File: src/rtl/skt_pkg.sv
// Shared types and constants of the sorted key table.
`default_nettype none
package skt_pkg;

  localparam int DEPTH  = 64;
  localparam int ADDR_W = 6;
  localparam int CNT_W  = 7;
  localparam int KEY_W  = 32;
  localparam int PAY_W  = 32;
  localparam int REF_W  = 32;

  typedef enum logic [1:0] {
    OP_ADD    = 2'd0,
    OP_REMOVE = 2'd1,
    OP_FIND   = 2'd2,
    OP_READ   = 2'd3
  } op_e;

  typedef enum logic [2:0] {
    ST_OK        = 3'd0,
    ST_BAD_KEY   = 3'd1,
    ST_NOT_FOUND = 3'd2,
    ST_DUP       = 3'd3,
    ST_FULL      = 3'd4
  } status_e;

  typedef enum logic [2:0] {
    BS_IDLE,
    BS_PROBE,
    BS_CMP,
    BS_SHIFT_UP,
    BS_INSERT,
    BS_SHIFT_DN,
    BS_FETCH
  } back_state_e;

  typedef struct packed {
    op_e               op;
    logic              bad_key;
    logic              auto_key;
    logic [KEY_W-1:0]  key;
    logic [PAY_W-1:0]  pay;
    logic [ADDR_W-1:0] slot;
  } cmd_t;

endpackage
`default_nettype wire

File: src/rtl/skt_front.sv
// Front end: accept input words and classify them into commands.
`default_nettype none
module skt_front import skt_pkg::*; (
  input  logic        in_valid_i,
  output logic        in_stall_o,
  input  logic [1:0]  action_i,
  input  logic [31:0] agent_key_i,
  input  logic [31:0] payload_i,
  input  logic [5:0]  slot_index_i,
  input  logic        q_full_i,
  output logic        push_o,
  output cmd_t        cmd_o
);

  logic key_zero;

  assign key_zero   = (agent_key_i == '0);
  assign in_stall_o = q_full_i;
  assign push_o     = in_valid_i && !q_full_i;

  always_comb begin
    cmd_o.op       = op_e'(action_i);
    cmd_o.key      = agent_key_i;
    cmd_o.pay      = payload_i;
    cmd_o.slot     = slot_index_i;
    // remove and find never accept key zero
    cmd_o.bad_key  = key_zero && (cmd_o.op == OP_REMOVE || cmd_o.op == OP_FIND);
    cmd_o.auto_key = key_zero && (cmd_o.op == OP_ADD);
  end

endmodule
`default_nettype wire

File: config.mk
export PLATFORM = sky130hd
export DESIGN_NAME = skt_front
export DESIGN_NICKNAME = d
export VERILOG_FILES = /design/src/rtl/skt_pkg.sv /design/src/rtl/skt_front.sv
export SDC_FILE = /design/constraint.sdc
export NUM_CORES = 1
export LEC_CHECK = 0
export ABC_AREA = 0
export BUFFER_PORTS_ARGS = -buffer_cell sky130_fd_sc_hd__buf_2
export CORE_AREA = 2 2 58 60
export DETAILED_ROUTE_END_ITERATION = 8
export DIE_AREA = 0 0 60 62
export GPL_TIMING_DRIVEN = 1
export PLACE_DENSITY = 0.79
export SYNTH_ARGS = -nofsm -noshare
export SYNTH_HDL_FRONTEND = slang
export SYNTH_SLANG_ARGS = --single-unit
File: constraint.sdc
create_clock -name vclk -period 1
set_clock_uncertainty 0.1 [all_clocks]
set_input_delay 0.2 -clock vclk [all_inputs]
set_output_delay 0.2 -clock vclk [all_outputs]
set_load 0.05 [all_outputs]
# ---- Word-level counts from Yosys, hierarchy flattened
# Index checks and enable logic that the tools add are counted.
dict set report totals {
  ff_bits 0
  input_bits 74
  wordCells 9
}
dict set report op_classes {
  n_eq_ne 2
  reduce_logical 7
}
# cell n
set op_table {}
lappend op_table {{$logic_not 32->1} 1}
lappend op_table {{$logic_and 1x1->1} 3}
lappend op_table {{$eq 2x1->1 const B} 1}
lappend op_table {{$eq 2x2->1 const B} 1}
lappend op_table {{$logic_not 2->1} 1}
lappend op_table {{$logic_not 1->1} 1}
lappend op_table {{$logic_or 1x1->1} 1}

# ---- Longest topological paths before layout
dict set report logic_depth {
  word_depth 3
  depth_mapped 4
}

# ---- Worst setup path before layout
# No wires, ideal clock.
dict set report synth_path {
  path_type {input-to-output}
  start {input agent_key_i[20]}
  end {output cmd_o[70] (netlist name)}
  t_required_ns 0.700
  slack_ns -0.989
  path_stages 3
  arrival_time_ns 1.689
  path_cell_list {nor4_1 nand4_1 nor3_1}
}
# item line_no
set synth_lines {}
lappend synth_lines {{start, declared} skt_front.sv:7} ;# input logic [31:0] agent_key_i,
lappend synth_lines {{end, declared} skt_front.sv:12} ;# output cmd_t cmd_o

==> results.py <==
metrics = {
    "global_routing": {
        "antenna_found_initial": 0,
        "grt_pass1_wl_um": 1810,
        "grt_usage_pct": 6.46,
        "grt_max_degree": 3,
        "grt_pass1_vias": 415,
        "grt_overflow": 0,
    },
    "final_layout": {
        "nClkBuffers": 0,
        "final_core_util_pct": 23.6,
        "antenna_cells": 0,
        "area_growth_pct": 13.4,
        "instances_no_fill": 141,
        "seq_area_sq_um": 0,
        "finalNetCount": 172,
        "seq_cells": 0,
        "drive_gt1_share_pct": 92.6,
    },
    "setup_path": {
        "worstPathRequired_ps": 700,
        "worstSetupStartpointType": "primary input",
        "crit_path_end": "cmd_o[71]",
        "cp_max_fo": 2,
        "crit_arrival_ps": 1210,
        "critical_path.startpoint": "agent_key_i[16]",
        "cp-end-kind": "primary output",
        "worstSetupPathType": "in2out",
    },
    "die": {
        "pin_count": 150,
        "die_x_um": 60,
        "die_h_um": 62,
        "core-area_sq_um": 3180,
        "fp.dieArea_sq_um": 3720,
        "start_util_pct": 20.8,
        "rows": 21,
    },
    "yosys": {
        "synth.avg_cell_area_sq_um": 7.26,
        "syn-cell-area_sq_um": 661,
        "ys_types": 8,
        "synthTopCellsByArea": "buf_4 (83%), nor4_1 (6.6%), inv_1 (2.3%)",
        "synthTopCellsByCount": "buf_4 (73), nor4_1 (7), inv_1 (4), nand4_1 (2), nor3_1 (2)",
        "syn_nets": 166,
        "synth_area_leader_cell": "buf_4",
        "synth.most_common_cell": "buf_4",
        "synthCells": 91,
        "yosys_warnings": 0,
        "yosys.area.top_type_share_pct": 83.0,
        "yosysSeqAreaShare_pct": 0,
    },
    "hold_path": {
        "holdPathStages": 0,
        "hp-class": "in2out",
    },
    "detailed_routing": {
        "wl_per_cell_um": 10.6,
        "antenna_left": 0,
        "vias": 529,
        "via_per_inst": 3.75,
        "drt-total-wl_um": 1490,
        "route.detailed.drc": 0,
        "first_pass_iters": 2,
        "first_iter_violations": 6,
    },
    "placement": {
        "place_congestion": 0.586,
        "pre_cts_slack_ps": -680,
        "dp_hpwl_um": 1340,
        "io_buffers": 74,
        "dp_cells": 141,
    },
    "sta": {
        "rsz0062_at_grt": "yes",
        "tns_ps": -1010,
        "fmax_mhz": 664,
        "fin_crit_ps": 1510,
        "fin_crit_sh_pct": 151,
        "worst_pin_slew_ps": 263,
        "hold_viol_final": 0,
        "slew_headroom_pct": 82.6,
        "fin_ws_ps": -506,
        "final_max_slew_viol_count": 0,
        "finalSetupViolations": 2,
    },
    "flow_run": {
        "drv_cap": 0,
    },
    "status": {
        "outcome": "finished, violations left",
        "violations": "negative setup slack",
    },
    "pwr": {
        "power_density_nw_per_um2": 684,
        "p_leak_nw": 0.398,
        "peakVddDrop_uv": 153,
        "power_uw": 513,
    },
    "clocking": {
        "cts_hold_buf": 0,
        "postCtsSetupBuffers": 0,
    },
}
==> worst min-delay path by stage <==
stage                           end     startpoint  slack, ps
final                     cmd_o[18]  payload_i[12]        300
after detailed placement  cmd_o[13]   payload_i[7]        300
after global routing      cmd_o[25]  payload_i[19]        300
after CTS                 cmd_o[13]   payload_i[7]        300
after global placement    cmd_o[13]   payload_i[7]        300
after floorplan              push_o       q_full_i        400
==> layout make-up <==
cell class	count	area (sq um)
Fill cell	351	2430
Inverter	4	15.0
Multi-Input combinational cell	14	210
Tap cell	46	57.6
Timing Repair Buffer	77	467
==> placed cells by master (no fill, tap or decap) <==
cell type / netlist / layout
nor4_2: 1 / 3
nand4_1: 2 / 2
nor4_4: 0 / 5
ha_1: 1 / 1
buf_6: 0 / 11
nor2b_2: 0 / 1
inv_1: 4 / 4
nor3_4: 0 / 2
buf_2: 0 / 64
buf_8: 0 / 1
buf_4: 73 / 1
==> critical path: stages <==
cell     delay, ps
buf_8          100
nor4_4         260
nand4_1        140
buf_6          150
nor3_4         170
buf_6          180
==> what timing repair did <==
action	CTS	global route
pin swaps	10	1
gates cloned	0	0
gates resized for setup	22	2
setup endpoints to repair	2	2
==> per-stage QoR <==
step,hold WS (ps),area [sq um]
after CTS,300,739
after global routing,300,749
after detailed placement,300,633
final,300,749
after global placement,300,633
after floorplan,395,731
==> power breakdown <==
group | leakage (nW) | internal, mW | switching [mW]
clock | 0 | 0 | 0
combinational | 0.398 | 0.142 | 0.371
sequential | 0 | 0 | 0
==> per-layer routing <==
layer / GRT usage (%) / part of all wire, % / vias up
li1: - / - / 233
met1: 5.30 / 29 / 218
met2: 13.8 / 52 / 68
met3: 2.07 / 16 / 10
met4: 2.54 / 3.2 / 0
met5: 0 / 0 / -
==> cell families after synthesis <==
group                      count (synthesis)  share of synthesized area (%)
adders and majority gates                  1                           1.89
buffers and inverters                     77                           85.2
and+or+nand+nor                           13                           12.9
No activity file was read; power rests on OpenSTA's default activity.
