File: src/rtl/skt_pkg.sv
// Shared types and constants of the sorted key table.
`default_nettype none
package skt_pkg;

  localparam int DEPTH  = 64;
  localparam int ADDR_W = 6;
  localparam int CNT_W  = 7;
  localparam int KEY_W  = 32;
  localparam int PAY_W  = 32;
  localparam int REF_W  = 32;

  typedef enum logic [1:0] {
    OP_ADD    = 2'd0,
    OP_REMOVE = 2'd1,
    OP_FIND   = 2'd2,
    OP_READ   = 2'd3
  } op_e;

  typedef enum logic [2:0] {
    ST_OK        = 3'd0,
    ST_BAD_KEY   = 3'd1,
    ST_NOT_FOUND = 3'd2,
    ST_DUP       = 3'd3,
    ST_FULL      = 3'd4
  } status_e;

  typedef enum logic [2:0] {
    BS_IDLE,
    BS_PROBE,
    BS_CMP,
    BS_SHIFT_UP,
    BS_INSERT,
    BS_SHIFT_DN,
    BS_FETCH
  } back_state_e;

  typedef struct packed {
    op_e               op;
    logic              bad_key;
    logic              auto_key;
    logic [KEY_W-1:0]  key;
    logic [PAY_W-1:0]  pay;
    logic [ADDR_W-1:0] slot;
  } cmd_t;

endpackage
`default_nettype wire

File: src/rtl/skt_queue.sv
// Two-entry command queue between front and back end.
`default_nettype none
module skt_queue import skt_pkg::*; (
  input  logic clk_i,
  input  logic rst_ni,
  input  logic push_i,
  input  cmd_t cmd_i,
  output logic full_o,
  output logic valid_o,
  input  logic pop_i,
  output cmd_t cmd_o
);

  cmd_t       slots_q [2];
  logic       wr_ptr_q, wr_ptr_d;
  logic       rd_ptr_q, rd_ptr_d;
  logic [1:0] cnt_q, cnt_d;

  assign full_o  = (cnt_q == 2'd2);
  assign valid_o = (cnt_q != 2'd0);
  assign cmd_o   = slots_q[rd_ptr_q];

  always_comb begin
    wr_ptr_d = wr_ptr_q ^ push_i;
    rd_ptr_d = rd_ptr_q ^ pop_i;
    cnt_d    = cnt_q + {1'b0, push_i} - {1'b0, pop_i};
  end

  always_ff @(posedge clk_i or negedge rst_ni) begin
    if (!rst_ni) begin
      wr_ptr_q <= 1'b0;
      rd_ptr_q <= 1'b0;
      cnt_q    <= 2'd0;
    end else begin
      wr_ptr_q <= wr_ptr_d;
      rd_ptr_q <= rd_ptr_d;
      cnt_q    <= cnt_d;
    end
  end

  always_ff @(posedge clk_i) begin
    if (push_i) begin
      slots_q[wr_ptr_q] <= cmd_i;
    end
  end

endmodule
`default_nettype wire

File: config.mk
export PLATFORM = sky130hd
export DESIGN_NAME = skt_queue
export DESIGN_NICKNAME = d
export VERILOG_FILES = /design/src/rtl/skt_pkg.sv /design/src/rtl/skt_queue.sv
export SDC_FILE = /design/constraint.sdc
export NUM_CORES = 1
export LEC_CHECK = 0
export BUFFER_PORTS_ARGS = -buffer_cell sky130_fd_sc_hd__buf_2
export CAP_MARGIN = 5
export CORE_MARGIN = 3
export CORE_UTILIZATION = 47
export CTS_CLUSTER_DIAMETER = 150
export CTS_CLUSTER_SIZE = 12
export DETAILED_ROUTE_END_ITERATION = 8
export GPL_ROUTABILITY_DRIVEN = 0
export PLACE_DENSITY_LB_ADDON = 0.12
export SYNTH_ARGS = -nofsm -noshare
export SYNTH_HDL_FRONTEND = slang
export SYNTH_SLANG_ARGS = --single-unit
File: constraint.sdc
create_clock -name clk_i -period 2.7 [get_ports clk_i]
set_input_delay 0.54 -clock clk_i [delete_from_list [all_inputs] [get_ports clk_i]]
set_output_delay 0.54 -clock clk_i [all_outputs]
set_load 0.005 [all_outputs]
After elaboration in Yosys (flattened, before gate mapping)
Memory sizes are Yosys's and may differ from the RTL's.
Index checks and enable logic that the tools add are counted.
- RAM bits: 148
- flip-flop bits (word level): 4
- word-level logic and storage cells: 12
- memory bits (read-only): 0
- latch bits: 0
- input bits: 78
- memories kept: 1
- output and inout bits: 76
- shift operators: 0
- mux-type cells: 2
- eq/ne operators: 1
- divide/modulo/power cells: 0
- add/sub/neg operators: 2
- bitwise operators: 2
- magnitude comparators: 0
- reductions and logical operators: 1
- multipliers: 0
- memory list (name ; words ; bits a word ; read ports ; clocked after memory_dff ; write ports ; line ; text):
    slots_q ; 2 ; 74 ; 1 ; 0 ; 1 ; skt_queue.sv:14 ; cmd_t slots_q [2];
- operators by type and width (cell ; count):
    $add A2 B1 Y2 ; 1
    $eq A2 B2 Y1 const B ; 1
    $mux W1 ; 2
    $reduce_bool A2 Y1 ; 1
    $sub A2 B1 Y2 ; 1
    $xor A1 B1 Y1 ; 2

Longest topological paths before layout
Gate-level depths: netlist of run 1.
- depth after elaboration: 2
- mapped depth: 5
- depth with buffers taken out: 5

Worst setup path after synthesis of run 1
No wires, ideal clock.
- path type: in2reg
- from: input port push_i
- to: memory slots_q[0][0] (netlist name) (enable)
- buffers on the path: 0
- library setup time: 0.441 ns
- required time: 2.259 ns
- arrival: 2.320 ns
- stages on the path: 1
- slack: -0.060 ns
- path through: ha_1
- longest elaborated chain between the ends: 2
- ends and longest elaborated chain (element ; line ; text):
    start, declared ; skt_queue.sv:6 ; input logic push_i,
    $mux W1 ; skt_queue.sv:42 ; if (push_i) begin
    $mux W1 (not written as such) ; skt_queue.sv:43 ; slots_q[wr_ptr_q] <= cmd_i;
    end, declared ; skt_queue.sv:14 ;
No other way between the ends.

==> impl_metrics.yaml, run 1 <==
routing:
  routed_via_density: 4.85
  ant_nets: 0
  drt-initial-drc-count: 135
  wl_um: 9810
  drc: 0
  wl_per_cell_um: 17.1
  first_pass_iters: 4
  num_vias: 2786
floorplan:
  dieWidth_um: 117
  die_y_um: 117
  die_area_um2: 13600
  coreArea_um2: 11700
  start_util_pct: 49.1
  pin_count: 154
  fp-row-count: 39
global_routing:
  grt.total_usage_pct: 14.8
  grt_pass1_vias: 2954
  antenna_found_initial: 1
  grt_pass1_wl_um: 14400
  grt_max_degree: 48
  grt-ovfl-total: 0
synth:
  synth_area_leaders: "edfxtp_1, mux2_4, mux2_2"
  netlist.area_leader.share_pct: 77.3
  synth-simple-area-share_pct: 0.217
  ys_seq_elements: 152
  synth-xor-area-share_pct: 0.565
  synth.avg_cell_area_um2: 23.4
  synthCells: 246
  synthMuxAreaShare_pct: 17.7
  synth_compound_area_share_pct: 0
  yosysUniqueCellTypes: 12
  ys_warn_count: 0
  synth_area_um2: 5750
  synth.net_count: 328
  synth_top_area_cell: "edfxtp_1"
  yosysSeqAreaShare_pct: 79.0
  synth_top_family_by_area: "multiplexers"
  synth-adder-area-share_pct: 0.870
hold_path:
  whs_path_depth: 1
  worstHoldStart: "cmd_i[13]"
  hold_path.class: "in -> reg"
  hold_end: "slots_q[0][13]"
critical_path:
  required_ns: 2.16
  path_max_fanout: 44
  cp-start-kind: "flip-flop"
  crit_type: "reg -> out"
  ff2ff_path_depth: 3
  regToRegStartpoint: "wr_ptr_q"
  cp-end-kind: "output pin"
  ff2ff_setup_slack_ns: 1.35
  rr_endpoint: "slots_q[0][65]"
  cp.arrival_ns: 1.85
pwr:
  cellPowerDensity_nw_per_um2: 1030
  ir_worst_vdd_mv: 0.577
  p_leak_nw: 2.93
place:
  hpwl_um: 6440
  placement.io_buffers: 153
final_layout:
  utilization_pct: 62.1
  fin_nets: 500
  area_delta_synth_final_pct: 26.3
  final_common_cell: "buf_2"
  drive_gt1_share_pct: 61.0
  n_antenna_cell: 0
  layout_common_cells: "buf_2, edfxtp_1, mux2_4"
timing:
  fmax_mhz: 418
  maxSlewViolCount: 0
  setup_viol: 0
  finalHoldViolCount: 0
  timing.final.crit_share_pct: 88.7
  worst_pin_slew_ns: 0.385
  rsz0062_at_grt: "no"
  slew_headroom_pct: 74.3
  final.setup.tns_ns: 0
  final.setup_skew_ns: 0.00382
  period_needed_ns: 2.39
clock_tree:
  clkTransAtPathRegs_ns: 0.06
  clkSinkCount: 152
  cts_buffer_depth: 2
  cts_buffers: 17
  clock_latency_ns: 0.41
  cts_root_buffer: "clkbuf_16"
  ctsResizeCount: 0
  htree_levels: 4
  cts_tree: "yes"
job:
  cap_violations: 0
outcome:
  outcome: "finished clean"
what timing repair did:
action / CTS / global route
endpoints found under the hold margin: 4 / 0
setup buffers: 0 / 0
hold buffers: 1 / 0
synth_stat cells, drive strengths merged:
library cell,number
or2,1
xor3,1
edfxtp,148
inv,4
ha,4
nor2b,1
dfrtp,4
buf,8
mux2,74
xor2,1
final cells by class:
class	instances	area, µm²
Inverter	4	15.0
Clock inverter	14	90.1
Sequential cell	152	4550
Multi-Input combinational cell	82	1140
Tap cell	143	179
Timing Repair Buffer	161	866
Fill cell	869	4440
Clock buffer	18	429
through the flow:
| step | hold WS [ns] | setup WS [ns] | cells | total power [mW] | instance area, µm² |
|---|---|---|---|---|---|
| 2_1_floorplan | 0.244 | 0.732 | 246 | 4.71 | 5760 |
| 3_3_place_gp | 0.358 | 0.741 | 541 | 5.47 | 6740 |
| 3_5_place_dp | 0.354 | 0.718 | 541 | 5.51 | 6740 |
| 4_1_cts | 0.293 | 0.258 | 574 | 7.58 | 7270 |
| 5_1_grt | 0.294 | 0.220 | 574 | 7.86 | 7270 |
| 6_report | 0.309 | 0.305 | 574 | 7.48 | 7270 |
cells by family (layout without fill, tap and decap cells):
family / after synthesis / count (layout)
buf+inv: 12 / 197
mux: 74 / 74
fa+ha+maj: 4 / 4
flops: 152 / 152
simple gates: 2 / 2
xor+xnor: 2 / 2
worst max-delay path by stage:
stage                     to  startpoint  cells past startpoint
6_report            cmd_o[9]    rd_ptr_q                      3
5_1_grt             cmd_o[0]    rd_ptr_q                      3
4_1_cts             cmd_o[9]    rd_ptr_q                      3
3_5_place_dp        cmd_o[6]    rd_ptr_q                      3
3_3_place_gp        cmd_o[2]    rd_ptr_q                      3
2_1_floorplan  slots_q[1][0]      push_i                      1
metal layers:
layer / track usage [%] / share of wire [%] / vias to the layer above / wire [µm]
li1: - / - / 1316 / -
met1: 16.3 / 41 / 1340 / 3980
met2: 24.1 / 49 / 105 / 4770
met3: 6.32 / 8.0 / 23 / 784
met4: 8.26 / 2.7 / 2 / 261
met5: 0 / 0.13 / - / 13
sequential cells by signal, summed over array words and instances, names as in the netlist:
| signal | flops |
|---|---|
| rd_ptr_q | 1 |
| slots_q | 148 |
| cnt_q | 2 |
| wr_ptr_q | 1 |
worst max-delay path, cell delays in order (launching register included):
cell and delay [ns]:
dfrtp_4 0.59, buf_12 0.32, mux2_2 0.39, buf_2 0.13
power breakdown:
part | internal [mW] | leakage [nW] | total (mW) | switching, mW
clock network | 1.23 | 0.258 | 2.07 | 0.836
registers | 3.14 | 1.43 | 3.30 | 0.165
logic | 1.19 | 1.23 | 2.10 | 0.916
(Power assumes the default switching activity.)
==> inputs of run 2 (changes only) <==
--- a/config.mk
+++ b/config.mk
@@ -7,10 +7,9 @@
 export LEC_CHECK = 0
 export BUFFER_PORTS_ARGS = -buffer_cell sky130_fd_sc_hd__buf_2
 export CAP_MARGIN = 5
-export CORE_MARGIN = 3
 export CORE_UTILIZATION = 47
 export CTS_CLUSTER_DIAMETER = 150
-export CTS_CLUSTER_SIZE = 12
+export CTS_CLUSTER_SIZE = 10
 export DETAILED_ROUTE_END_ITERATION = 8
 export GPL_ROUTABILITY_DRIVEN = 0
 export PLACE_DENSITY_LB_ADDON = 0.12
==> impl_metrics.yaml, run 2 (same netlist as run 1, synthesis figures left out) <==
final_layout:
  area_delta_synth_final_pct: 27.7
  drive_gt1_share_pct: 61.1
  stdcell_area_um2: 7350
  final_common_cell: "buf_2"
  layout_common_cells: "buf_2, edfxtp_1, mux2_4"
  top_register: "slots_q"
  fin_nets: 501
  largest_reg_flops: 148
  utilization_pct: 61.4
  reg_top3: "slots_q (148), cnt_q (2)"
clock_tree:
  ctsResizeCount: 0
  clkTransAtPathRegs_ns: 0.06
  clock_latency_ns: 0.41
  cts_buffers: 17
  cts_root_buffer: "clkbuf_16"
  clkSinkCount: 152
  cts_buffer_depth: 2
  cts_hold_buffers: 1
  post_cts_buffers: 0
  cts_tree: "yes"
  htree_levels: 4
critical_path:
  ff2ff_setup_slack_ns: 1.14
  cp.arrival_ns: 1.88
  crit_path_start: "rd_ptr_q"
  regToRegStartpoint: "wr_ptr_q"
  required_ns: 2.16
  cp-end-kind: "output pin"
  crit_type: "reg -> out"
  cp-start-kind: "flip-flop"
  path_max_fanout: 28
timing:
  worst_slack_ns: 0.276
  fmax_mhz: 413
  period_needed_ns: 2.42
  final.setup.tns_ns: 0
  setup_viol: 0
  rsz0062_at_grt: "no"
  timing.final.crit_share_pct: 89.8
  finalHoldViolCount: 0
  maxSlewViolCount: 0
  slew_headroom_pct: 66.1
  final.setup_skew_ns: 0.00615
  worst_pin_slew_ns: 0.508
pwr:
  ir_worst_vdd_mv: 0.505
  p_total_mw: 7.71
  p_leak_nw: 2.96
  cellPowerDensity_nw_per_um2: 1050
floorplan:
  dieWidth_um: 113
  pin_count: 154
  coreArea_um2: 12000
  die_area_um2: 12700
  fp-row-count: 40
  start_util_pct: 48.1
  die_y_um: 113
routing:
  num_vias: 2810
  first_pass_iters: 4
  drc: 0
  routed_via_density: 4.84
  drt-initial-drc-count: 104
  ant_nets: 0
  wl_per_cell_um: 16.7
  wl_um: 9700
global_routing:
  grt_pass1_wl_um: 14700
  antenna_found_initial: 0
  grt-ovfl-total: 0
  grt_max_degree: 35
  grt-busiest-layer: "met2"
  use_met2_pct: 26.7
  grtUsageMet1_pct: 18.5
  grt.total_usage_pct: 16.3
  grtUsageMet3_pct: 6.32
  grt_pass1_vias: 2898
place:
  dpl_worst_slack_ns: 0.696
  postPlaceCellArea_um2: 6760
  placement.io_buffers: 153
job:
  cap_violations: 0
hold_path:
  worstHoldStart: "cmd_i[65]"
  hold_path.class: "in -> reg"
outcome:
  outcome: "finished clean"
[run 2: changes by cell type in the layout (fill, tap and decap cells not counted)]
cell / previous run / this run
bufinv_16: 1 / 3
buf_12: 3 / 4
diode_2: 0 / 1
clkinv_1: 6 / 4
clkinv_2: 6 / 4
clkbuf_1: 1 / 3
[run 2: stage by stage]
step | instances | hold WS (ns)
6_report | 580 | 0.310
5_1_grt | 579 | 0.292
4_1_cts | 579 | 0.292
3_5_place_dp | 546 | 0.357
3_3_place_gp | 546 | 0.349
2_1_floorplan | 246 | 0.244
[run 2: cell type report]
| class | instances | area (µm²) |
|---|---|---|
| antenna | 1 | 2.50 |
| clock buffer | 20 | 437 |
| clock inverter | 12 | 133 |
| fill | 901 | 4620 |
| inverter | 4 | 15.0 |
| multi-input combinational | 82 | 1140 |
| sequential | 152 | 4550 |
| tap | 147 | 184 |
| timing repair buffer | 162 | 886 |
[run 2: worst paths after layout]
check / endpoint / cells past startpoint
worst max-delay path: cmd_o[73] / 3
worst min-delay path: slots_q[1][65] / 1
worst max register to register: slots_q[0][35] / 3
worst min register to register: cnt_q[1] / 1
max in group asynchronous: rd_ptr_q / 2
min in group asynchronous: cnt_q[0] / 2
[run 2: power by group]
part / switching (mW) / internal, mW
Combinational: 0.883 / 1.22
Clock: 0.835 / 1.43
Sequential: 0.205 / 3.14
[run 2: worst max-delay path: stages (launching register included)]
cell	delay [ns]
dfrtp_4	0.71
buf_4	0.28
mux2_2	0.34
buf_2	0.12
[run 2: metal layers]
| layer | vias up | part of all wire (%) |
|---|---|---|
| met2 | 107 | 50 |
| met5 | - | 0 |
| met1 | 1367 | 41 |
| met3 | 15 | 6.7 |
| li1 | 1321 | - |
| met4 | 0 | 1.9 |
